### src/rtl/assert_macros.svh
// Shared assertion shorthands for the token lexer.
`ifndef ASSERT_MACROS_SVH
`define ASSERT_MACROS_SVH

// Same-cycle implication, disabled while in reset.
`define ASSERT_IMPLY(label, clk, rst, ante, cons) \
   label: assert property (@(posedge clk) disable iff (rst) (ante) |-> (cons)) \
      else $error("assertion failed: same-cycle implication");

// Next-cycle implication, disabled while in reset.
`define ASSERT_NEXT(label, clk, rst, ante, cons) \
   label: assert property (@(posedge clk) disable iff (rst) (ante) |=> (cons)) \
      else $error("assertion failed: next-cycle implication");

`endif

### src/rtl/wtl_pkg.sv
package wtl_pkg;

   localparam int MAX_TOKENS = 3;
   localparam int RSP_DATA_W = 40;
   localparam int REQ_DATA_W = 8;

   typedef struct packed {
      logic [3:0]  kind;
      logic [15:0] start;
      logic [15:0] length;
      logic        overflow;
      logic        last;
   } token_type;

   // Tokens caused by one byte, tok[0] first.
   typedef struct packed {
      logic [1:0]                  count;
      token_type [MAX_TOKENS-1:0]  tok;
   } step_out_type;

endpackage

### src/rtl/wtl_scan.sv
`include "assert_macros.svh"

module wtl_scan
   import wtl_pkg::*;
#(
   parameter int OFFSET_BITS = 16
)
(
   input  logic         clock,
   input  logic         reset,
   input  logic         high_bytes_blank,
   input  logic [7:0]   text_byte,
   input  logic         text_end,
   input  logic         fire,
   output step_out_type step
);

   localparam logic [2:0] M_BETWEEN = 3'd0;
   localparam logic [2:0] M_SLASH   = 3'd1;
   localparam logic [2:0] M_GT      = 3'd2;
   localparam logic [2:0] M_COMMENT = 3'd3;
   localparam logic [2:0] M_STAR    = 3'd4;
   localparam logic [2:0] M_QUOTE   = 3'd5;
   localparam logic [2:0] M_QSEEN   = 3'd6;
   localparam logic [2:0] M_RUN     = 3'd7;

   localparam logic [2:0] CLS_NUMBER = 3'd0;
   localparam logic [2:0] CLS_SIGNED = 3'd1;
   localparam logic [2:0] CLS_FLOAT  = 3'd2;
   localparam logic [2:0] CLS_NAME   = 3'd3;
   localparam logic [2:0] CLS_STRING = 3'd4;
   localparam logic [2:0] CLS_NONE   = 3'd7;

   localparam logic [3:0] KIND_END      = 4'd0;
   localparam logic [3:0] KIND_COLON    = 4'd1;
   localparam logic [3:0] KIND_DOLLAR   = 4'd2;
   localparam logic [3:0] KIND_AT       = 4'd3;
   localparam logic [3:0] KIND_EQUALS   = 4'd4;
   localparam logic [3:0] KIND_LBRACE   = 4'd5;
   localparam logic [3:0] KIND_RBRACE   = 4'd6;
   localparam logic [3:0] KIND_LBRACKET = 4'd7;
   localparam logic [3:0] KIND_RBRACKET = 4'd8;
   localparam logic [3:0] KIND_PREAMBLE = 4'd9;
   localparam logic [3:0] KIND_RUN_BASE = 4'd10;
   localparam logic [3:0] KIND_STRING   = 4'd14;

   localparam logic [7:0] BLANK_LIMIT = 8'h21;
   localparam logic [7:0] CH_COLON    = 8'h3A;
   localparam logic [7:0] CH_DOLLAR   = 8'h24;
   localparam logic [7:0] CH_AT       = 8'h40;
   localparam logic [7:0] CH_EQUALS   = 8'h3D;
   localparam logic [7:0] CH_LBRACE   = 8'h7B;
   localparam logic [7:0] CH_RBRACE   = 8'h7D;
   localparam logic [7:0] CH_LBRACKET = 8'h5B;
   localparam logic [7:0] CH_RBRACKET = 8'h5D;
   localparam logic [7:0] CH_STAR     = 8'h2A;
   localparam logic [7:0] CH_SLASH    = 8'h2F;
   localparam logic [7:0] CH_GT       = 8'h3E;
   localparam logic [7:0] CH_LT       = 8'h3C;
   localparam logic [7:0] CH_QUOTE    = 8'h27;
   localparam logic [7:0] CH_PLUS     = 8'h2B;
   localparam logic [7:0] CH_MINUS    = 8'h2D;
   localparam logic [7:0] CH_DOT      = 8'h2E;
   localparam logic [7:0] CH_UNDER    = 8'h5F;

   localparam int NUM_CAND = 4;

   function automatic logic is_blank(input logic [7:0] b, input logic hbb);
      return (b < BLANK_LIMIT) || (hbb && b[7]);
   endfunction

   function automatic logic [3:0] punct_kind(input logic [7:0] b);
      logic [3:0] k;
      unique case (b)
         CH_COLON:    k = KIND_COLON;
         CH_DOLLAR:   k = KIND_DOLLAR;
         CH_AT:       k = KIND_AT;
         CH_EQUALS:   k = KIND_EQUALS;
         CH_LBRACE:   k = KIND_LBRACE;
         CH_RBRACE:   k = KIND_RBRACE;
         CH_LBRACKET: k = KIND_LBRACKET;
         CH_RBRACKET: k = KIND_RBRACKET;
         default:     k = KIND_END;
      endcase
      return k;
   endfunction

   function automatic logic [2:0] promote(input logic [2:0] cls, input logic [7:0] b);
      logic       fresh;
      logic       letter;
      logic [2:0] r;
      fresh  = (cls == CLS_NONE);
      letter = (b == CH_UNDER) || (b >= 8'h61 && b <= 8'h7A) || (b >= 8'h41 && b <= 8'h5A);
      priority if (cls == CLS_STRING) begin
         r = CLS_STRING;
      end else if (b >= 8'h30 && b <= 8'h39) begin
         r = fresh ? CLS_NUMBER : cls;
      end else if (b == CH_DOT) begin
         r = (fresh || cls == CLS_NUMBER || cls == CLS_SIGNED) ? CLS_FLOAT : CLS_STRING;
      end else if (letter) begin
         r = (cls == CLS_NAME || fresh || cls == CLS_NUMBER) ? CLS_NAME : CLS_STRING;
      end else begin
         r = CLS_STRING;
      end
      return r;
   endfunction

   logic [2:0]             mode_ff, mode_in;
   logic [2:0]             cls_ff, cls_in;
   logic [OFFSET_BITS-1:0] start_ff, start_in;
   logic [OFFSET_BITS-1:0] pos_ff, pos_in;
   logic                   sat_ff, sat_in;

   logic                   at_max;
   logic [OFFSET_BITS-1:0] pos_inc;
   logic                   sat_now;
   logic                   do_start;
   logic                   do_run;
   logic [2:0]             run_cls;
   logic                   blank;
   logic [3:0]             pk;
   logic                   stop;
   logic [2:0]             mode_s;
   logic [2:0]             cls_s;
   logic [OFFSET_BITS-1:0] start_s;

   logic [NUM_CAND-1:0]    cand_v;
   token_type              cand [NUM_CAND];
   logic [2:0]             n_tok;

   assign at_max  = &pos_ff;
   assign pos_inc = at_max ? pos_ff : pos_ff + OFFSET_BITS'(1);
   assign sat_now = sat_ff | at_max;
   assign blank   = is_blank(text_byte, high_bytes_blank);
   assign pk      = punct_kind(text_byte);
   assign stop    = blank || (pk != KIND_END && text_byte != CH_DOLLAR);

   always_comb begin
      mode_s   = mode_ff;
      cls_s    = cls_ff;
      start_s  = start_ff;
      do_start = 1'b0;
      do_run   = 1'b0;
      run_cls  = cls_ff;
      cand_v   = '0;
      for (int i = 0; i < NUM_CAND; i++) begin
         cand[i] = '0;
         cand[i].overflow = sat_now;
      end

      unique case (mode_ff)
         M_BETWEEN: do_start = 1'b1;
         M_SLASH: begin
            if (text_byte == CH_STAR) begin
               mode_s = M_COMMENT;
            end else begin
               do_run  = 1'b1;
               run_cls = CLS_STRING;
            end
         end
         M_GT: begin
            if (text_byte == CH_LT) begin
               cand_v[0]      = 1'b1;
               cand[0].kind   = KIND_PREAMBLE;
               cand[0].start  = 16'(start_ff);
               cand[0].length = 16'd2;
               mode_s         = M_BETWEEN;
            end else begin
               do_run  = 1'b1;
               run_cls = CLS_STRING;
            end
         end
         M_COMMENT: begin
            if (text_byte == CH_STAR) mode_s = M_STAR;
         end
         M_STAR: begin
            if (text_byte == CH_SLASH) mode_s = M_BETWEEN;
            else if (text_byte != CH_STAR) mode_s = M_COMMENT;
         end
         M_QUOTE: begin
            if (text_byte == CH_QUOTE) mode_s = M_QSEEN;
         end
         M_QSEEN: begin
            if (text_byte == CH_QUOTE) begin
               mode_s = M_QUOTE;
            end else begin
               cand_v[0]      = 1'b1;
               cand[0].kind   = KIND_STRING;
               cand[0].start  = 16'(start_ff);
               cand[0].length = 16'(pos_ff - start_ff);
               do_start       = 1'b1;
            end
         end
         default: do_run = 1'b1;
      endcase

      // run byte: either closes the run or promotes its class
      if (do_run) begin
         if (stop) begin
            cand_v[0]      = 1'b1;
            cand[0].kind   = KIND_RUN_BASE + {1'b0, run_cls};
            cand[0].start  = 16'(start_ff);
            cand[0].length = 16'(pos_ff - start_ff);
            do_start       = 1'b1;
         end else begin
            mode_s = M_RUN;
            cls_s  = promote(run_cls, text_byte);
         end
      end

      // token start on this byte
      if (do_start) begin
         mode_s = M_BETWEEN;
         cls_s  = CLS_NONE;
         if (!blank) begin
            if (pk != KIND_END) begin
               cand_v[1]      = 1'b1;
               cand[1].kind   = pk;
               cand[1].start  = 16'(pos_ff);
               cand[1].length = 16'd1;
            end else begin
               start_s = pos_ff;
               priority if (text_byte == CH_SLASH) begin
                  mode_s = M_SLASH;
               end else if (text_byte == CH_GT) begin
                  mode_s = M_GT;
               end else if (text_byte == CH_QUOTE) begin
                  mode_s = M_QUOTE;
               end else if (text_byte == CH_PLUS || text_byte == CH_MINUS) begin
                  mode_s = M_RUN;
                  cls_s  = CLS_SIGNED;
               end else begin
                  mode_s = M_RUN;
                  cls_s  = promote(CLS_NONE, text_byte);
               end
            end
         end
      end

      // end of text: flush the pending token, then the end token
      if (text_end) begin
         if (mode_s == M_SLASH || mode_s == M_GT || mode_s == M_QUOTE
             || mode_s == M_QSEEN) begin
            cand_v[2]      = 1'b1;
            cand[2].kind   = KIND_STRING;
            cand[2].start  = 16'(start_s);
            cand[2].length = 16'(pos_inc - start_s);
         end else if (mode_s == M_RUN) begin
            cand_v[2]      = 1'b1;
            cand[2].kind   = KIND_RUN_BASE + {1'b0, cls_s};
            cand[2].start  = 16'(start_s);
            cand[2].length = 16'(pos_inc - start_s);
         end
         cand_v[3]      = 1'b1;
         cand[3].kind   = KIND_END;
         cand[3].start  = 16'(pos_inc);
         cand[3].length = 16'd0;
      end
   end

   // pack the candidates in order, at most three; extras are dropped
   always_comb begin
      step  = '0;
      n_tok = 3'd0;
      for (int i = 0; i < NUM_CAND; i++) begin
         if (cand_v[i] && n_tok < 3'(MAX_TOKENS)) begin
            step.tok[n_tok[1:0]] = cand[i];
            n_tok = n_tok + 3'd1;
         end
      end
      for (int i = 0; i < MAX_TOKENS; i++) begin
         step.tok[i].last = (n_tok != 3'd0) && (3'(i) == n_tok - 3'd1);
      end
      step.count = n_tok[1:0];
   end

   always_comb begin
      mode_in  = mode_s;
      cls_in   = cls_s;
      start_in = start_s;
      pos_in   = pos_inc;
      sat_in   = sat_now;
      if (text_end) begin
         mode_in  = M_BETWEEN;
         cls_in   = CLS_NONE;
         start_in = '0;
         pos_in   = '0;
         sat_in   = 1'b0;
      end
   end

   always_ff @(posedge clock) begin
      if (reset) begin
         mode_ff  <= M_BETWEEN;
         cls_ff   <= CLS_NONE;
         start_ff <= '0;
         pos_ff   <= '0;
         sat_ff   <= 1'b0;
      end else if (fire) begin
         mode_ff  <= mode_in;
         cls_ff   <= cls_in;
         start_ff <= start_in;
         pos_ff   <= pos_in;
         sat_ff   <= sat_in;
      end
   end

   `ASSERT_NEXT(a_end_clears, clock, reset, fire && text_end, mode_ff == M_BETWEEN && pos_ff == '0 && !sat_ff)
   `ASSERT_IMPLY(a_end_last, clock, reset, fire && text_end, step.count != 2'd0 && step.tok[step.count - 2'd1].kind == KIND_END || step.count == 2'd3)

endmodule

### src/rtl/wtl_out_buf.sv
`include "assert_macros.svh"

module wtl_out_buf
   import wtl_pkg::*;
(
   input  logic         clock,
   input  logic         reset,
   input  logic         load,
   input  step_out_type step,
   input  logic         pop_ready,
   output logic         free,
   output logic         tok_valid,
   output token_type    tok_head
);

   token_type  ent_ff [MAX_TOKENS];
   token_type  ent_in [MAX_TOKENS];
   logic [1:0] cnt_ff, cnt_in;
   logic       pop;

   assign tok_valid = (cnt_ff != 2'd0);
   assign tok_head  = ent_ff[0];
   assign pop       = tok_valid && pop_ready;
   assign free      = (cnt_ff == 2'd0) || (cnt_ff == 2'd1 && pop_ready);

   always_comb begin
      cnt_in = cnt_ff;
      for (int i = 0; i < MAX_TOKENS; i++) ent_in[i] = ent_ff[i];
      if (load) begin
         cnt_in = step.count;
         for (int i = 0; i < MAX_TOKENS; i++) ent_in[i] = step.tok[i];
      end else if (pop) begin
         cnt_in = cnt_ff - 2'd1;
         for (int i = 0; i < MAX_TOKENS - 1; i++) ent_in[i] = ent_ff[i+1];
      end
   end

   always_ff @(posedge clock) begin
      if (reset) begin
         cnt_ff <= 2'd0;
      end else begin
         cnt_ff <= cnt_in;
      end
   end

   always_ff @(posedge clock) begin
      for (int i = 0; i < MAX_TOKENS; i++) ent_ff[i] <= ent_in[i];
   end

   `ASSERT_IMPLY(a_load_when_free, clock, reset, load, free)
   `ASSERT_NEXT(a_pop_drains, clock, reset, pop && !load, cnt_ff == $past(cnt_ff) - 2'd1)

endmodule

### src/rtl/wsi_token_lexer_core.sv
// Token lexer: takes a text one byte per beat and emits its tokens.
//  req_*  : one text byte per beat, req_tlast on the final byte of a text.
//  rsp_*  : one token per beat (kind, start offset, length, overflow flag);
//           rsp_tlast marks the last token caused by a given byte.
//  csr_*  : sole register high_bytes_blank; user writes it while idle, unchecked.
// Path: an accepted byte is registered in the input register and scanned
// combinationally from there; its tokens are registered in the result buffer,
// which drives rsp_* directly.
// Throughput: one byte per cycle while no token-causing byte waits for the
// buffer. Bytes causing no token (most of them) never wait on the result side;
// a byte causing k tokens occupies the three-entry result buffer for k output
// beats, the input register holding the next token-causing byte until the buffer frees.
// Reset: scanner between tokens, offsets zero, result buffer empty,
// high_bytes_blank set to 1. No clearing pass.
// Receiver stall: tokens wait in the result buffer; the input register still
// takes a byte, and bytes that cause no token keep flowing through.
module wsi_token_lexer_core
   import wtl_pkg::*;
#(
   parameter int OFFSET_BITS = 16
)
(
   input  logic                  clock,
   input  logic                  reset,
   // text byte channel
   input  logic                  req_tvalid,
   output logic                  req_tready,
   input  logic [REQ_DATA_W-1:0] req_tdata,   // [7:0] text_byte
   input  logic                  req_tlast,   // text_end
   // token channel
   output logic                  rsp_tvalid,
   input  logic                  rsp_tready,
   output logic [RSP_DATA_W-1:0] rsp_tdata,   // [3:0] token_kind, [19:4] token_start,
                                              // [35:20] token_length,
                                              // [36] offset_overflow, [39:37] zero
   output logic                  rsp_tlast,   // run_last
   // configuration
   input  logic                  csr_wr_en,
   input  logic                  csr_wr_data  // high_bytes_blank
);

   // input register
   logic       in_valid_ff, in_valid_in;
   logic [7:0] in_byte_ff;
   logic       in_end_ff;
   logic       hbb_ff;

   step_out_type step;
   token_type    head;
   logic         buf_free;
   logic         step_fire;
   logic         buf_load;

   // a byte with no tokens never needs the buffer
   assign step_fire   = in_valid_ff && (step.count == 2'd0 || buf_free);
   assign buf_load    = step_fire && (step.count != 2'd0);
   assign req_tready  = !in_valid_ff || step_fire;
   assign in_valid_in = (req_tvalid && req_tready) ? 1'b1 : (step_fire ? 1'b0 : in_valid_ff);

   always_ff @(posedge clock) begin
      if (reset) begin
         in_valid_ff <= 1'b0;
         hbb_ff      <= 1'b1;
      end else begin
         in_valid_ff <= in_valid_in;
         if (csr_wr_en) hbb_ff <= csr_wr_data;
      end
   end

   always_ff @(posedge clock) begin
      if (req_tvalid && req_tready) begin
         in_byte_ff <= req_tdata;
         in_end_ff  <= req_tlast;
      end
   end

   wtl_scan #(
      .OFFSET_BITS (OFFSET_BITS)
   ) u_scan (
      .clock            (clock),
      .reset            (reset),
      .high_bytes_blank (hbb_ff),
      .text_byte        (in_byte_ff),
      .text_end         (in_end_ff),
      .fire             (step_fire),
      .step             (step)
   );

   wtl_out_buf u_out_buf (
      .clock     (clock),
      .reset     (reset),
      .load      (buf_load),
      .step      (step),
      .pop_ready (rsp_tready),
      .free      (buf_free),
      .tok_valid (rsp_tvalid),
      .tok_head  (head)
   );

   assign rsp_tdata = {3'b000, head.overflow, head.length, head.start, head.kind};
   assign rsp_tlast = head.last;

endmodule
### config.mk
export PLATFORM = sky130hd
export DESIGN_NAME = wsi_token_lexer_core
export DESIGN_NICKNAME = d
export VERILOG_FILES = /design/src/rtl/wtl_pkg.sv /design/src/rtl/wtl_scan.sv /design/src/rtl/wtl_out_buf.sv /design/src/rtl/wsi_token_lexer_core.sv
export VERILOG_INCLUDE_DIRS = /design/src /design/src/rtl
export SDC_FILE = /design/constraint.sdc
export NUM_CORES = 1
export LEC_CHECK = 0
export CORE_MARGIN = 5
export CORE_UTILIZATION = 28
export CTS_CLUSTER_DIAMETER = 120
export CTS_CLUSTER_SIZE = 24
export DETAILED_ROUTE_END_ITERATION = 10
export DONT_BUFFER_PORTS = 1
export HOLD_SLACK_MARGIN = 0.12
export SLEW_MARGIN = 20
export SYNTH_ARGS = -nofsm -noshare
export SYNTH_HDL_FRONTEND = slang
export SYNTH_SLANG_ARGS = --single-unit
### constraint.sdc
create_clock -name clock -period 9.4 [get_ports clock]
set_clock_uncertainty 0.2 [all_clocks]
set_input_delay 1.88 -clock clock [delete_from_list [all_inputs] [get_ports clock]]
set_output_delay 1.88 -clock clock [all_outputs]
set_load 0.05 [all_outputs]
After elaboration in Yosys (flattened, before gate mapping)
Memory sizes are Yosys's and may differ from the RTL's.
Cells that the tools add are included.
{ "totals": {"ff_bits": 52, "latchBits": 0, "ram_bits": 114, "mem_bits_ro": 0, "in_bits": 15, "out_inout_bits": 43, "word_cells": 224, "mem_count": 1} }
{ "mem_list": {"columns": ["name", "words", "width", "rd", "rd_clocked_by_memory_dff", "write_ports", "line", "source"], "rows": [
  ["u_out_buf.ent_ff", 3, 38, 3, 0, 3, "wtl_out_buf.sv:16", "token_type ent_ff [MAX_TOKENS];"]
]} }
{ "classes": {"add_sub_neg": 10, "mul": 0, "div_mod_pow": 0, "order_cmp": 16, "n_eq_ne": 37, "n_shift": 0, "muxes": 101, "bitwise": 1, "reduce_logical": 48} }
{ "op_table": {"columns": ["op", "count"], "rows": [
  ["2-to-1 mux 36 bit", 10],
  ["bitwise mux 114 bit", 3],
  ["2-to-1 mux 114 bit", 3],
  ["demux 38 bit (select 2 bit)", 3],
  ["2-to-1 mux 38 bit", 5],
  ["2-to-1 mux 76 bit", 2],
  ["2-to-1 mux 3 bit", 40],
  ["2-to-1 mux 16 bit", 6],
  ["equality test 8 x 6 -> 1 bit (second input constant)", 11],
  ["one-hot mux 36 bit (2 select lines)", 1],
  ["equality test 8 x 7 -> 1 bit (second input constant)", 6],
  ["2-to-1 mux 32 bit", 1],
  ["one-hot mux 4 bit (8 select lines)", 1],
  ["subtractor 16 bit", 2],
  ["equality test 3 bit (second input constant)", 8],
  ["logical AND 1 bit", 19],
  ["one-hot mux 3 bit (6 select lines)", 1],
  ["2-to-1 mux 1 bit", 17],
  ["adder 16 x 1 -> 16 bit (second input constant)", 1],
  [">= comparator 8 x 7 -> 1 bit (second input constant)", 2],
  ["<= comparator 8 x 7 -> 1 bit (second input constant)", 2],
  ["!= test 8 x 6 -> 1 bit (second input constant)", 2],
  ["AND reduction 16 bit", 1],
  ["logical OR 1 bit", 15],
  ["31 further kinds", 51]
]} }

Depth between registers and ports, before layout
Gate-level depths: netlist of run 1.
{ "logic_depth": {"depth_word": 25, "depth_mapped": 24, "mapped_depth_nobuf": 22} }

Hierarchy
A second synthesis of run 1 with hierarchy kept.
{ "hier_totals": {"hier_cells": 1209, "area_unflattened_um2": 11399.7} }
{ "by_module_without_submodules": {"columns": ["mod", "instances", "cells_each", "area_each_um2", "seq_area_each_um2"], "rows": [
  ["wtl_scan", 1, 927, 6190.9, 780.7],
  ["wtl_out_buf", 1, 256, 4803.4, 3463.3],
  ["wsi_token_lexer_core", 1, 26, 405.4, 310.3]
]} }

Least setup slack after synthesis of run 1
No wires, ideal clock.
{ "synth_path": {"kind": "reg2reg", "from": "register, netlist name in_byte_ff[7]", "to": "memory u_out_buf.ent_ff[0][0] (netlist bit), enable pin", "setup_time_ns": 0.437, "arrival_time_ns": 6.569, "required_time_ns": 8.763, "setup_slack_ns": 2.194, "path_stages_with_launch": 21, "path_buffers": 5, "synth_period_minus_slack_ns": 7.206, "path_cell_list": "edfxtp_1 buf_6 nor4b_4 nand2_1 or4_1 buf_2 nand4_4 buf_6 clkbuf_1 o22ai_1 ha_1 a31oi_1 nand2b_1 inv_1 fa_1 inv_1 ha_1 a32oi_1 nand2_1 clkbuf_1 nand2_1"} }
{ "synth_lines": {"columns": ["item", "line"], "rows": [
  ["to (decl)", "wtl_out_buf.sv:16"]
]} }

Worst setup path after layout of run 1
{ "layout_path": {"from": "register in_byte_ff[1]", "to": "output port req_tready"} }
{ "layout_between": {"elab_chain_len": 23, "word_cells_on_any_way": 79, "cone_classes": "add/sub: 3; order compare: 4; eq/ne: 20; mux: 38; reduce/logical: 14"} }
{ "layout_lines": {"columns": ["item", "line", "source"], "rows": [
  ["from (decl)", "wsi_token_lexer_core.sv:44", "logic [7:0] in_byte_ff;"],
  ["from (signal assigned)", "wsi_token_lexer_core.sv:72", "in_byte_ff <= req_tdata;"],
  ["parallel branches: the longest is 15 deep, another holds less-than comparator 3 x 2 -> 1 bit", null, null],
  ["2-to-1 mux 3 bit (*)", "wtl_scan.sv:266", "if (cand_v[i] && n_tok < 3'(MAX_TOKENS)) begin"],
  ["less-than comparator 3 x 2 -> 1 bit", "wtl_scan.sv:266", null],
  ["logical AND 1 bit", "wtl_scan.sv:266", null],
  ["2-to-1 mux 3 bit (*)", "wtl_scan.sv:266", null],
  ["zero test 2 bit (*)", "wsi_token_lexer_core.sv:55", "assign step_fire = in_valid_ff && (step.count == 2'd0 || buf_free);"],
  ["logical OR 1 bit (*)", "wsi_token_lexer_core.sv:55", null],
  ["logical AND 1 bit (*)", "wsi_token_lexer_core.sv:55", null],
  ["logical OR 1 bit (*)", "wsi_token_lexer_core.sv:57", "assign req_tready = !in_valid_ff || step_fire;"],
  ["to (decl)", "wsi_token_lexer_core.sv:27", "output logic req_tready,"]
]} }
Every way passes the cells marked *.

==> impl_summary.md, run 1 <==
Worst setup path
The worst register-to-register path ends at u_out_buf.ent_ff[0][12]$_DFFE_PP_. The worst setup path is launched from a flip-flop. The most frequent cell on the critical path is nand2_1.

The kind of cell adding the most delay to the critical path is simple AND/OR/NAND/NOR gates. The nature of the critical path endpoint is an output port. The slowest cell on the critical path is edfxtp_1. On the worst path, the slowest cell contributes a delay of just under 0.7 ns.

The slack of the worst reg-to-reg path is approximately 1.7 ns. Walking the worst path, the cells encountered are nor4bb_1 -> a21oi_1 -> a2bb2oi_2 -> nand2_1 -> nand2_1 -> nand2_1 -> a32oi_1 -> ha_1 -> a31oi_1 -> nand2b_1 -> inv_1 -> fa_1 -> inv_1 -> ha_1 -> a32oi_1 -> nand3_1. The type of the setup path with the least slack is reg -> out.

The reg-to-reg startpoint is in_byte_ff[1]$_DFFE_PP_. STA puts the critical path data arrival time at 6.30 ns. The data required time at the worst endpoint is ~7.3 ns. The worst path buffer plus inverter count is 2.

The depth of the most critical reg-to-reg path is 21. Of all nets on the critical path, the largest fanout is 17.

Power
The sequential share of power is 0.461. The power per unit of standard cell area is ~270 mW/mm2. The internal power of the cells totals 1.78 mW.

Of the total power, the share spent switching nets is 0.427. The share of total power dissipated in combinational logic is 0.309. The switching component of the power is 1.33 mW. The leakage power is a little over 4 nW. The maximum resistive drop on vdd is 0.139 mV. Of the total power, the clock network draws 0.231.

The completed layout was analyzed and its total power is slightly above 3 mW.

Clock tree
The clock slew at the register clock pins of the worst setup and hold paths is 0.07 ns. The number of setup buffers added after CTS is 0. In this run the clock root is driven by a clkbuf_16.

The clock reaches the later pin of the worst-skew pair after around 0.44 ns. The number of instances resized during post-cts repair is 0. The clock tree buffer depth is 2.

TritonCTS created 17 clock buffers. The number of buffers inserted for hold repair after clock tree synthesis is 0. The clock net sink count is 166. The maximum level of the CTS H-tree is 4. TritonCTS built the clock tree.

STA
The number of slew-limit violations in the final report is 0. The setup TNS after final layout is 0 ns. Final hold analysis gives a worst-case slack of ~0.3 ns.

The number of hold-slack violations in the final timing report came to 0. The headroom to the max-slew limit is 0.278. The total setup violations reported at the end of the flow is 0. Dividing the final minimum period by the clock period gives 0.892. The slew at the pin with the worst max-slew slack is approximately 1.1 ns.

The final critical path time including I/O delays and setup is ~8.4 ns. Timing would allow up to around 0.12 GHz. Setup repair after global routing left no endpoint under its margin.

Cells and area
At the end of the flow the core is filled with cells to 0.302. The number of antenna repair diodes is 0. At the end of the flow, the number of nets in the layout was ~1200. The fraction of final layout cells sized beyond drive strength 1 is 0.0692. The footprint of the multi-input gates is 0.00564 mm2. The layout filler cell count is 3961.

The storage element area is about 0.0046 mm2. Compared with the post-synthesis result, the final layout area differs by 6.67%. The finished cells cover around 0.012 mm2.

Route
The number of detailed-routing iterations run before antenna repair is 7. After detailed routing, the total wire length is around 31000 um. The final antenna-violating net count is 0.

The routed layout has 8849 vias. In the routed design, unresolved DRC markers number 0. After detailed routing, the number of vias per cell comes to approximately 5.4. The average wire per standard cell is between 15 and 20 um. For this block, the initial DRC count from the detailed router was 947.

Yosys
The share of the Yosys chip area taken by registers is 0.416. The mean instance size in the synthesized netlist is just over 9 um2. In the synthesized netlist, the number of instances is ~1200. In the synthesized netlist the async set-or-reset flop fraction comes to 0. The dominant register cell in the synthesized netlist is edfxtp_1. The flip-flop and latch count after synthesis is between 150 and 200. Yosys printed 0 warnings.

The number of enable flip-flop cells after synthesis is between 100 and 150. The distinct cell type count after synthesis is between 90 and 100. The synthesized area is ~0.011 mm2.

Floorplanning
The die is around 210 um tall. Measured along the x axis, the die boundary spans just over 200 um. The initial core utilization is 0.283. During I/O placement, the number of pins put on the boundary was 58.

The die footprint is between 0.04 and 0.05 mm2. The core region is 0.0386 mm2. The placement row count is 72.

Global routing
The initial antenna violation count came to 1. Global routing finished with a remaining overflow of 0. The number of global-route vias before repair is 8476.

The first global-routing pass estimated 48900 um of wire. The aggregate global-route resource usage is 0.142. The largest net degree at the start of global routing is 78.

Placement
The placed wire-length estimate is around 22000 um. The instance area at placement is between 0.01 and 0.015 mm2. Routability-driven placement finished with a final weighted congestion of between 0.8 and 0.9. The count of input and output buffers is 0.

Worst hold path
The worst hold path terminates at u_out_buf.cnt_ff[1]$_SDFFE_PP0P_. The hold path depth is 2. The worst hold path belongs to the class reg -> reg. The startpoint identified for the worst hold timing path is u_out_buf.cnt_ff[1]$_SDFFE_PP0P_.

Outcome
The run finished with clean final reports.

Run
Across the run, the number of max-cap violations was 0.
## logic make-up (layout without fill, tap and decap cells)
group / Yosys count / after routing / share of synthesized area
and+or+nand+nor: 384 / 384 / 0.167
AOI/OAI and AO/OA: 357 / 357 / 0.230
DFF: 166 / 166 / 0.416
buffers and inverters: 164 / 89 / 0.0727
xor gates and xnor gates: 50 / 50 / 0.0407
adders and majority gates: 46 / 46 / 0.0547
muxes: 18 / 18 / 0.0188
other: 1 / 3 / 0.000343
## worst reg2reg max path: stages, from the launching register on
cell	delay [ns]
edfxtp_1	0.68
nor4bb_1	0.66
a21oi_1	0.21
a2bb2oi_2	0.43
nand2_1	0.20
nand2_1	0.15
nand2_1	0.14
a32oi_1	0.27
ha_1	0.33
a31oi_1	0.23
nand2b_1	0.19
inv_1	0.12
fa_1	0.67
inv_1	0.14
ha_1	0.35
a32oi_1	0.52
nand2_4	0.48
clkinv_1	0.14
buf_4	0.54
nand2_1	0.34
nor2_1	0.33
a221o_1	0.22
## synth_stat cells, types with 5 or more instances
library cell | n | share of area
inv_1 | 49 | 0.017
o221ai_1 | 5 | 0.0040
ha_1 | 43 | 0.049
a22o_1 | 8 | 0.0064
mux2i_1 | 11 | 0.010
buf_4 | 40 | 0.027
buf_2 | 12 | 0.0055
o21a_1 | 9 | 0.0062
xnor2_1 | 29 | 0.023
a31oi_1 | 11 | 0.0063
or3_1 | 6 | 0.0034
nor3_1 | 17 | 0.0078
a221oi_1 | 8 | 0.0064
nor2b_1 | 8 | 0.0046
o211ai_1 | 19 | 0.013
a21oi_1 | 52 | 0.024
dfxtp_1 | 43 | 0.079
a21o_1 | 14 | 0.0096
a211oi_1 | 11 | 0.0075
and2_1 | 14 | 0.0080
a22oi_1 | 21 | 0.014
and3_1 | 12 | 0.0069
o2bb2ai_1 | 11 | 0.0088
xor2_1 | 20 | 0.016
nor2_1 | 129 | 0.044
nand3_1 | 40 | 0.018
nand2b_1 | 14 | 0.0080
o22ai_1 | 14 | 0.0080
nand4_1 | 8 | 0.0046
o21ai_0 | 97 | 0.044
clkbuf_1 | 58 | 0.020
o31ai_1 | 11 | 0.0075
edfxtp_1 | 123 | 0.34
a221o_1 | 15 | 0.014
nand2_1 | 111 | 0.038
## placed cells by master (no fill, tap or decap), types with 29 or more instances in the layout
cell and instances:
a21oi_1 51, dfxtp_1 43, edfxtp_1 123, ha_1 43, inv_1 48, nand2_1 109, nand3_1 39, nor2_1 127
o21ai_0 97, xnor2_1 29
## state kept, by name, summed over array words and instances, names as in the netlist
register and count:
hbb_ff 1, u_scan.cls_ff 3, in_byte_ff 8, u_scan.sat_ff 1, u_scan.start_ff 16, u_out_buf.cnt_ff 2
u_scan.pos_ff 16, in_end_ff 1, u_scan.mode_ff 3, u_out_buf.ent_ff 114, in_valid_ff 1
## how the worst max path moves through the flow
| stage | start | to | slack [ns] | cells past startpoint |
|---|---|---|---|---|
| 2_1_floorplan | in_byte_ff[7]$_DFFE_PP_ | u_out_buf.ent_ff[0][0]$_DFFE_PP_ | 2.19 | 20 |
| 3_3_place_gp | in_byte_ff[1]$_DFFE_PP_ | req_tready | 1.71 | 16 |
| 3_5_place_dp | in_byte_ff[1]$_DFFE_PP_ | req_tready | 1.57 | 16 |
| 4_1_cts | in_byte_ff[1]$_DFFE_PP_ | req_tready | 1.05 | 16 |
| 5_1_grt | in_byte_ff[1]$_DFFE_PP_ | req_tready | 0.55 | 16 |
| 6_report | in_byte_ff[1]$_DFFE_PP_ | req_tready | 1.02 | 16 |
## power by group through the flow
stage          clock, mW  sequential (mW)  combinational, mW
2_1_floorplan          0             1.14               1.07
3_3_place_gp           0             1.45              0.936
3_5_place_dp           0             1.45              0.947
4_1_cts            0.730             1.44              0.951
5_1_grt            0.764             1.45               1.06
6_report           0.716             1.43              0.960
## metal layers
| metal | up-vias | global-route usage | part of all wire |
|---|---|---|---|
| met5 | - | 0 | 0.00042 |
| met4 | 2 | 0.0550 | 0.027 |
| met3 | 59 | 0.0304 | 0.073 |
| met2 | 384 | 0.228 | 0.47 |
| met1 | 4240 | 0.187 | 0.43 |
| li1 | 4164 | - | - |
## per-stage QoR
step,setup slack (ns),cells
floorplan,2.19,1188
global placement,1.71,1599
detailed placement,1.57,1599
CTS,1.05,1631
global route,0.552,1631
finish,1.02,1631
## layout make-up
type | instances | share of cell area
multi-input cells | 858 | 0.483
clock inverters | 8 | 0.0108
repair buffers | 8 | 0.00515
well taps | 518 | 0.0555
flip-flops and latches | 166 | 0.390
clock buffers | 24 | 0.0396
inverters | 49 | 0.0158
Note: power is estimated with default switching activity, not from simulation.
==> run 2: changes to the inputs <==
==> constraint.sdc (replaced) <==
create_clock -name clock -period 8.75 [get_ports clock]
set_clock_uncertainty 0.2 [all_clocks]
set_input_delay 1.75 -clock clock [delete_from_list [all_inputs] [get_ports clock]]
set_output_delay 1.75 -clock clock [all_outputs]
set_load 0.05 [all_outputs]
==> run 2 against run 1 <==
  * Total power is 6.4% higher
  * Routed wire length is 0.38% lower
  * Register-to-register slack worse by 0.22 ns
  * Design area hardly changed
  * Clock power is 2% higher
  * First-iteration DRC count is 5.8% higher
  * Core utilization hardly changed
  * Critical path depth stayed put
  * Worst hold slack better by 0.0032 ns
  * Setup slack worse by 0.45 ns
  * Count of clock-buffer cells in the layout is 7 lower
  * Sequential power is 8% higher
  * Critical path type unchanged
  * Critical endpoint unchanged
==> impl_summary.md, run 2 (synthesis gave the netlist of run 1 again) <==
Route
The total number of vias came to 8749 (-1.1%). The initial DRC count was 1002 (+5.8%). The final antenna-violating net count is 0 (unchanged).

The average wire per standard cell was 18.9 um (-0.56%). The per-cell via count in the routed design was 5.35 (-1.3%). The number of detailed-routing iterations run before antenna repair is 5 (-2). The DRC violation count after routing is 0 (unchanged). The detailed-route wire length is 30900 um (-0.38%).

Clock tree
The clock net sink count came to 166 (unchanged). The number of buffers inserted for hold repair after clock tree synthesis is 0 (unchanged). The number of setup buffers added after CTS is 0 (unchanged).

The clock tree from TritonCTS is yes. The root buffer cell chosen for the clock tree is clkbuf_16. The clock slew at the register clock pins of the worst setup and hold paths is 0.08 ns (about the same). The clock buffer count from CTS is 17 (unchanged). The clock tree buffer depth is 2 (unchanged). The clock insertion delay at the later pin of the skew report is 0.45 ns (about the same). The number of instances resized during post-cts repair is 0 (unchanged). The maximum level of the CTS H-tree is 4 (unchanged).

Global routing
The peak-usage layer in the global routing report is met2. The number of global-route vias before repair came to 8354 (-1.4%). The overall overflow remaining after global route is 0 (unchanged). The met2 usage came to 0.226 (-0.00170).

The initial antenna violation count is 1 (unchanged). The global routing met3 resource utilization is 0.0242 (-0.00620). The global-route wire length before repair was 48400 um (-1.1%). The aggregate global-route resource usage came to 0.140 (-0.00199). The met1 usage is 0.189 (+0.00231). The largest net degree at the start of global routing was 52 (-33%).

Worst setup path
The most critical setup path has its endpoint at req_tready. The critical path goes through nor4bb_1 -> a21oi_1 -> a2bb2oi_2 -> nand2_1 -> nand2_1 -> nand2_1 -> a32oi_1 -> ha_1 -> a31oi_1 -> nand2b_1 -> inv_1 -> fa_1 -> inv_1 -> ha_1 -> a32oi_1 -> nand3_1. The most critical setup path has its startpoint at in_byte_ff[1]$_DFFE_PP_. The depth of the most critical reg-to-reg path is 20 (-4.8%). The arrival time reported for the critical path endpoint came to 6.24 ns (-0.06 ns).

The worst setup path is captured at an output port. The cell that appears most often on the critical path is nand2_1. The cell family contributing the most delay on the critical path is simple AND/OR/NAND/NOR gates. The worst stage delay on the critical path was 0.68 ns (about the same).

The worst register-to-register path ends at u_out_buf.ent_ff[0][16]$_DFFE_PP_. The startpoint kind of the worst setup timing path is a flip-flop. The slowest cell on the critical path is fa_1. The reg-to-reg startpoint is in_byte_ff[1]$_DFFE_PP_. The slack of the worst reg-to-reg path is 1.51 ns (-0.22 ns). The type of the setup path with the least slack is reg -> out. The worst path buffer plus inverter count was 2 (unchanged).

The top fanout value on the critical path is 17 (unchanged). The data required time at the worst endpoint is 6.80 ns (-0.52 ns). The number of gates on the worst path with buffers counted is 16 (unchanged).

Power
The switching component of the power came to 1.45 mW (+9.4%). The maximum resistive drop on vdd is 0.124 mV (-11%). The leakage power is 4.04 nW (+0.20%). The switching power share of the total came to 0.439 (+0.0117). The power per unit of standard cell area is 284 mW/mm2 (+6.5%). The part of the total power dissipated in the clock network is 0.220 (-0.011). The internal power of the cells is 1.86 mW (+4.3%). The portion of total power attributed to combinational logic was 0.315 (+0.006). The sequential share of power was 0.464 (+0.003).

Cells and area
The layout-stage area growth over the synthesis result is 6.59% (about the same). The number of antenna repair diodes is 0 (unchanged). The fraction of final layout cells sized beyond drive strength 1 is 0.0744 (+0.00519). The total number of nets in the final design is 1164 (+0.26%).

The library cell used most frequently in the layout, excluding fill and tap cells, is nor2_1. The largest register by flop count is u_out_buf.ent_ff. The footprint of the multi-input gates was 0.00563 mm2 (-0.16%). The number of flip-flops in the largest register came to 114 (unchanged). The final cell count without fillers is 1634 (+0.18%). In the layout the commonest cells are 127 x nor2_1, 123 x edfxtp_1, 109 x nand2_1.

The share of the core filled with cells in the final layout is 0.302 (about the same). The final design area excluding fillers is 0.0117 mm2 (about the same). The storage element area is 0.00455 mm2 (unchanged). The layout filler cell count was 3975 (+0.35%). In the final layout, the registers with the most flip-flops are u_out_buf.ent_ff: 114 flops, u_scan.pos_ff: 16 flops, u_scan.start_ff: 16 flops.

Worst hold path
The worst hold path belongs to the class reg -> reg. The critical hold path startpoint is u_out_buf.cnt_ff[1]$_SDFFE_PP0P_.

Placement
The cell total after placement is 1602 (+0.19%). The instance area at placement is 0.0111 mm2 (+0.32%). The pre-CTS setup slack is 1.10 ns (-0.469 ns). The placed wire-length estimate came to 21600 um (+0.28%). The final weighted congestion in routability-driven placement is 0.889 (+2.3%). The count of input and output buffers is 0 (unchanged).

STA
The maximum frequency from static timing analysis is approximately 0.12 GHz. The setup TNS after final layout is 0 ns (unchanged). The minimum setup slack in the final design is 0.561 ns (-0.455 ns). The period utilization is 0.936. The number of slew-limit violations in the final report is 0 (unchanged).

Setup repair after global routing left no endpoint under its margin. The smallest clock period supported by the final layout is computed as a little over 8 ns. The number of hold-slack violations in the final timing report is 0 (unchanged).

The headroom to the max-slew limit is 0.280 (+0.00203). The total setup violations reported at the end of the flow is 0 (unchanged). The slew at the pin with the worst max-slew slack is 1.08 ns (-0.00304 ns).

Run
The reported max-cap violation count is 0 (unchanged).

Floorplanning
The number of I/O pins is 58 (unchanged). The die extent in x was 208 um (unchanged). The total core area is 0.0386 mm2 (unchanged). The height of the chip is 208 um (unchanged). The placement row count is 72 (unchanged). The die footprint was 0.0431 mm2 (unchanged). The initial core utilization was 0.283 (unchanged).

Outcome
The run finished with clean final reports.
==> run 2: cell count changes in the layout (fill, tap and decap cells not counted), moves of 2 or more <==
cell       change
buf_4          +2
bufinv_16      -2
clkbuf_1       -6
clkinv_1       +3
clkinv_4       +2
inv_6          +4
==> run 2: power groups by stage <==
stage | clock (mW) | combinational (mW) | sequential, mW
finish | 0.729 | 1.04 | 1.54
global route | 0.773 | 1.15 | 1.56
CTS | 0.738 | 1.04 | 1.54
detailed placement | 0 | 1.03 | 1.56
global placement | 0 | 1.02 | 1.55
floorplan | 0 | 1.15 | 1.23
==> run 2: per-layer routing <==
layer	share of wire	vias up
met5	0.00042	-
met4	0.025	2
met3	0.065	41
met2	0.46	347
met1	0.45	4194
li1	-	4165
==> run 2: worst reg2reg max path, delay by kind of cell, from the launching register on <==
kind | cells | cell delay (ns)
and+or+nand+nor | 8 | 2.66
AOI/OAI and AO/OA | 7 | 1.94
adders and majority gates | 3 | 1.36
DFF | 1 | 0.63
buffers and inverters | 2 | 0.28
==> run 2: stage by stage <==
step	power [mW]	hold slack, ns
floorplan	2.38	0.278
global placement	2.57	0.288
detailed placement	2.59	0.295
CTS	3.32	0.306
global route	3.48	0.334
finish	3.31	0.302
==> run 2: layout make-up <==
class / instances / share of cell area
sequential: 166 / 0.390
inverter: 49 / 0.0158
tap: 518 / 0.0556
multi-input combinational: 858 / 0.483
clock inverter: 15 / 0.0109
clock buffer: 17 / 0.0365
timing repair buffer: 11 / 0.00815
==> run 2: worst min-delay path by stage <==
stage,end,slack (ns),cells after the start
3_3_place_gp,u_out_buf.cnt_ff[1]$_SDFFE_PP0P_,0.29,2
2_1_floorplan,u_out_buf.cnt_ff[1]$_SDFFE_PP0P_,0.28,2
6_report,u_out_buf.cnt_ff[1]$_SDFFE_PP0P_,0.30,2
4_1_cts,u_out_buf.cnt_ff[1]$_SDFFE_PP0P_,0.31,2
3_5_place_dp,u_out_buf.cnt_ff[1]$_SDFFE_PP0P_,0.30,2
5_1_grt,u_out_buf.ent_ff[0][52]$_DFFE_PP_,0.33,2
==> run 3: changes to the inputs <==
--- a/config.mk
+++ b/config.mk
@@ -7,7 +7,7 @@
 export NUM_CORES = 1
 export LEC_CHECK = 0
 export CORE_MARGIN = 5
-export CORE_UTILIZATION = 28
+export CORE_UTILIZATION = 25
 export CTS_CLUSTER_DIAMETER = 120
 export CTS_CLUSTER_SIZE = 24
 export DETAILED_ROUTE_END_ITERATION = 10
==> run 3 against run 2 <==
  * Total power down 1.2%
  * Routed wire length down 0.64%
  * Design area up 0.48%
  * Critical path depth unchanged
  * Sequential share of layout area down 0.19 points
  * Sequential power about the same
  * Final cell count up 4.2%
  * Count of clock-buffer cells in the layout up 2
  * Core utilization down 3.0 points
  * Combinational power about the same
==> impl_summary.md, run 3 (synthesis gave the netlist of run 1 again) <==
Placement
The instance area at placement came to 0.0112 mm2 (+0.69%). The cell total after placement is 1670 (+4.2%). The count of input and output buffers came to 0 (unchanged).

The pre-CTS setup slack was 1.16 ns (+0.0591 ns). The placed wire-length estimate is 21800 um (+1.0%). The final weighted congestion in routability-driven placement was 0.876 (-1.5%).

STA
The period utilization was 0.922 (-0.0137). The worst hold slack is 0.304 ns (+0.00149 ns). The number of hold-slack violations in the final timing report came to 0 (unchanged).

The headroom to the max-slew limit was 0.308 (+0.0278). The minimum setup slack in the final design is 0.681 ns (+0.120 ns). The total setup violations reported at the end of the flow is 0 (unchanged). The maximum frequency from static timing analysis is 0.124 GHz (+1.5%). The number of slew-limit violations in the final report is 0 (unchanged). The setup TNS after final layout came to 0 ns (unchanged). Setup repair after global routing left no endpoint under its margin.

The final critical path time including I/O delays and setup is 8.07 ns (-0.120 ns). The slew at the pin with the worst max-slew slack is 1.04 ns (-0.0417 ns).

Cells and area
The storage element area is 0.00455 mm2 (unchanged). The final design area excluding fillers is 0.0117 mm2 (+0.48%). Leaving out fill and tap cells, the most frequent cells in the layout are 128 x nor2_1, 123 x edfxtp_1, 108 x nand2_1.

The final cell count without fillers is 1702 (+4.2%). Compared with the post-synthesis result, the final layout area differs by 7.10%. In the final layout, the registers with the most flip-flops are u_out_buf.ent_ff: 114 flops, u_scan.pos_ff: 16 flops, u_scan.start_ff: 16 flops.

Leaving out fill and tap cells, the most frequent cell in the layout is nor2_1. The layout filler cell count is 4590 (+15%). The number of flip-flops in the largest register is 114 (unchanged). The largest register by flop count is u_out_buf.ent_ff.

The share of the core filled with cells in the final layout came to 0.271 (-0.0303). The fraction of final layout cells sized beyond drive strength 1 is 0.0752 (+0.000829). The number of antenna repair diodes is 0 (unchanged). The footprint of the multi-input gates is 0.00563 mm2 (unchanged). The total number of nets in the final design is 1165 (+0.086%).

Clock tree
The clock net sink count is 166 (unchanged). The number of setup buffers added after CTS is 0 (unchanged). The clock buffer count from CTS was 17 (unchanged). The root buffer cell chosen for the clock tree is clkbuf_16. The number of instances resized during post-cts repair is 0 (unchanged). The clock insertion delay at the later pin of the skew report is 0.44 ns (about the same).

The maximum level of the CTS H-tree is 4 (unchanged). The clock slew at the register clock pins of the worst setup and hold paths is 0.07 ns (about the same). The number of buffers inserted for hold repair after clock tree synthesis is 0 (unchanged). TritonCTS built the clock tree.

The clock tree buffer depth is 2 (unchanged).

Floorplanning
The number of I/O pins came to 58 (unchanged). The initial core utilization is 0.253 (-0.0297). The height of the chip was 219 um (+5.5%). The die extent in x is 219 um (+5.5%). The placement row count is 76 (+5.6%). The die footprint is 0.0481 mm2 (+11%).

The total core area came to 0.0432 mm2 (+12%).

Power
The total power draw came to 3.27 mW (-1.2%). The leakage power is 4.02 nW (-0.32%). The maximum resistive drop on vdd is 0.144 mV (+17%). The power per unit of standard cell area is 279 mW/mm2 (-1.6%).

Route
The DRC violation count after routing was 0 (unchanged). The number of detailed-routing iterations run before antenna repair is 6 (+1). The detailed-route wire length is 30700 um (-0.64%). The initial DRC count came to 849 (-15%). The per-cell via count in the routed design came to 5.12 (-4.3%). The total number of vias is 8718 (-0.35%). The final antenna-violating net count is 0 (unchanged). The average wire per standard cell was 18.0 um (-4.6%).

Worst setup path
Tracing the worst setup path back leads to its startpoint at in_byte_ff[1]$_DFFE_PP_. The depth of the most critical reg-to-reg path is 20 (unchanged). The top fanout value on the critical path is 17 (unchanged). The nature of the critical path endpoint is an output port.

Following the worst setup path forward leads to its endpoint at req_tready. The endpoint of the lowest-slack register-to-register path is u_out_buf.ent_ff[0][16]$_DFFE_PP_. In this run the critical register-to-register path is launched from in_byte_ff[1]$_DFFE_PP_. The startpoint kind of the worst setup timing path is a flip-flop. The slack of the worst reg-to-reg path is 1.45 ns (-0.06 ns). The data required time at the worst endpoint came to 6.80 ns (about the same). The type of the setup path with the least slack is reg -> out. The arrival time reported for the critical path endpoint came to 6.12 ns (-0.12 ns).

Worst hold path
The hold path depth was 2 (unchanged). The type of the worst min-delay path is reg -> reg.

Global routing
The global-route wire length before repair is 48000 um (-0.88%). The initial antenna violation count was 0 (-1). The overall overflow remaining after global route is 0 (unchanged).

The largest net degree at the start of global routing came to 71 (+37%). The number of global-route vias before repair is 8243 (-1.3%). The aggregate global-route resource usage is 0.127 (-0.0128).

Outcome
The flow ran to the end, and the final reports show no timing, DRC or antenna violations.

Run
The reported max-cap violation count is 0 (unchanged).
-- run 3: area by class of cell --
type | count | share of cell area
Timing Repair Buffer | 12 | 0.00769
Multi-Input combinational cell | 858 | 0.480
Inverter | 49 | 0.0157
Clock inverter | 13 | 0.00833
Sequential cell | 166 | 0.389
Tap cell | 585 | 0.0625
Clock buffer | 19 | 0.0369
-- run 3: power breakdown --
| part | switching (mW) | total (mW) | internal (mW) | leakage [nW] |
|---|---|---|---|---|
| Combinational | 0.725 | 1.03 | 0.306 | 2.26 |
| Clock | 0.333 | 0.699 | 0.366 | 0.249 |
| Sequential | 0.385 | 1.54 | 1.15 | 1.51 |
| Total | 1.44 | 3.27 | 1.83 | 4.02 |
-- run 3: how the worst min path moves through the flow --
stage | start | slack, ns | end
global route | u_out_buf.ent_ff[0][93]$_DFFE_PN_ | 0.34 | u_out_buf.ent_ff[0][55]$_DFFE_PP_
floorplan | u_out_buf.cnt_ff[1]$_SDFFE_PP0P_ | 0.28 | u_out_buf.cnt_ff[1]$_SDFFE_PP0P_
global placement | u_out_buf.cnt_ff[1]$_SDFFE_PP0P_ | 0.30 | u_out_buf.cnt_ff[1]$_SDFFE_PP0P_
detailed placement | u_out_buf.cnt_ff[1]$_SDFFE_PP0P_ | 0.30 | u_out_buf.cnt_ff[1]$_SDFFE_PP0P_
finish | u_out_buf.cnt_ff[1]$_SDFFE_PP0P_ | 0.30 | u_out_buf.cnt_ff[1]$_SDFFE_PP0P_
CTS | u_out_buf.cnt_ff[1]$_SDFFE_PP0P_ | 0.31 | u_out_buf.cnt_ff[1]$_SDFFE_PP0P_
-- run 3: worst max-delay path, cell delays in order (launching register included) --
cell and delay (ns):
edfxtp_1 0.66, nor4bb_1 0.59, a21oi_1 0.18, a2bb2oi_2 0.42, nand2_1 0.20, nand2_1 0.15
nand2_1 0.13, a32oi_1 0.27, ha_1 0.33, a31oi_1 0.24, nand2b_1 0.18, inv_1 0.12
fa_1 0.66, inv_1 0.14, ha_1 0.35, a32oi_1 0.49, nand3_1 0.56
-- run 3: per-layer routing --
layer | vias up | wire, um | global-route usage
li1 | 4172 | - | -
met1 | 4221 | 14000 | 0.173
met2 | 287 | 14500 | 0.209
met3 | 38 | 1630 | 0.0196
met4 | 0 | 484 | 0.0356
met5 | - | 0 | 0
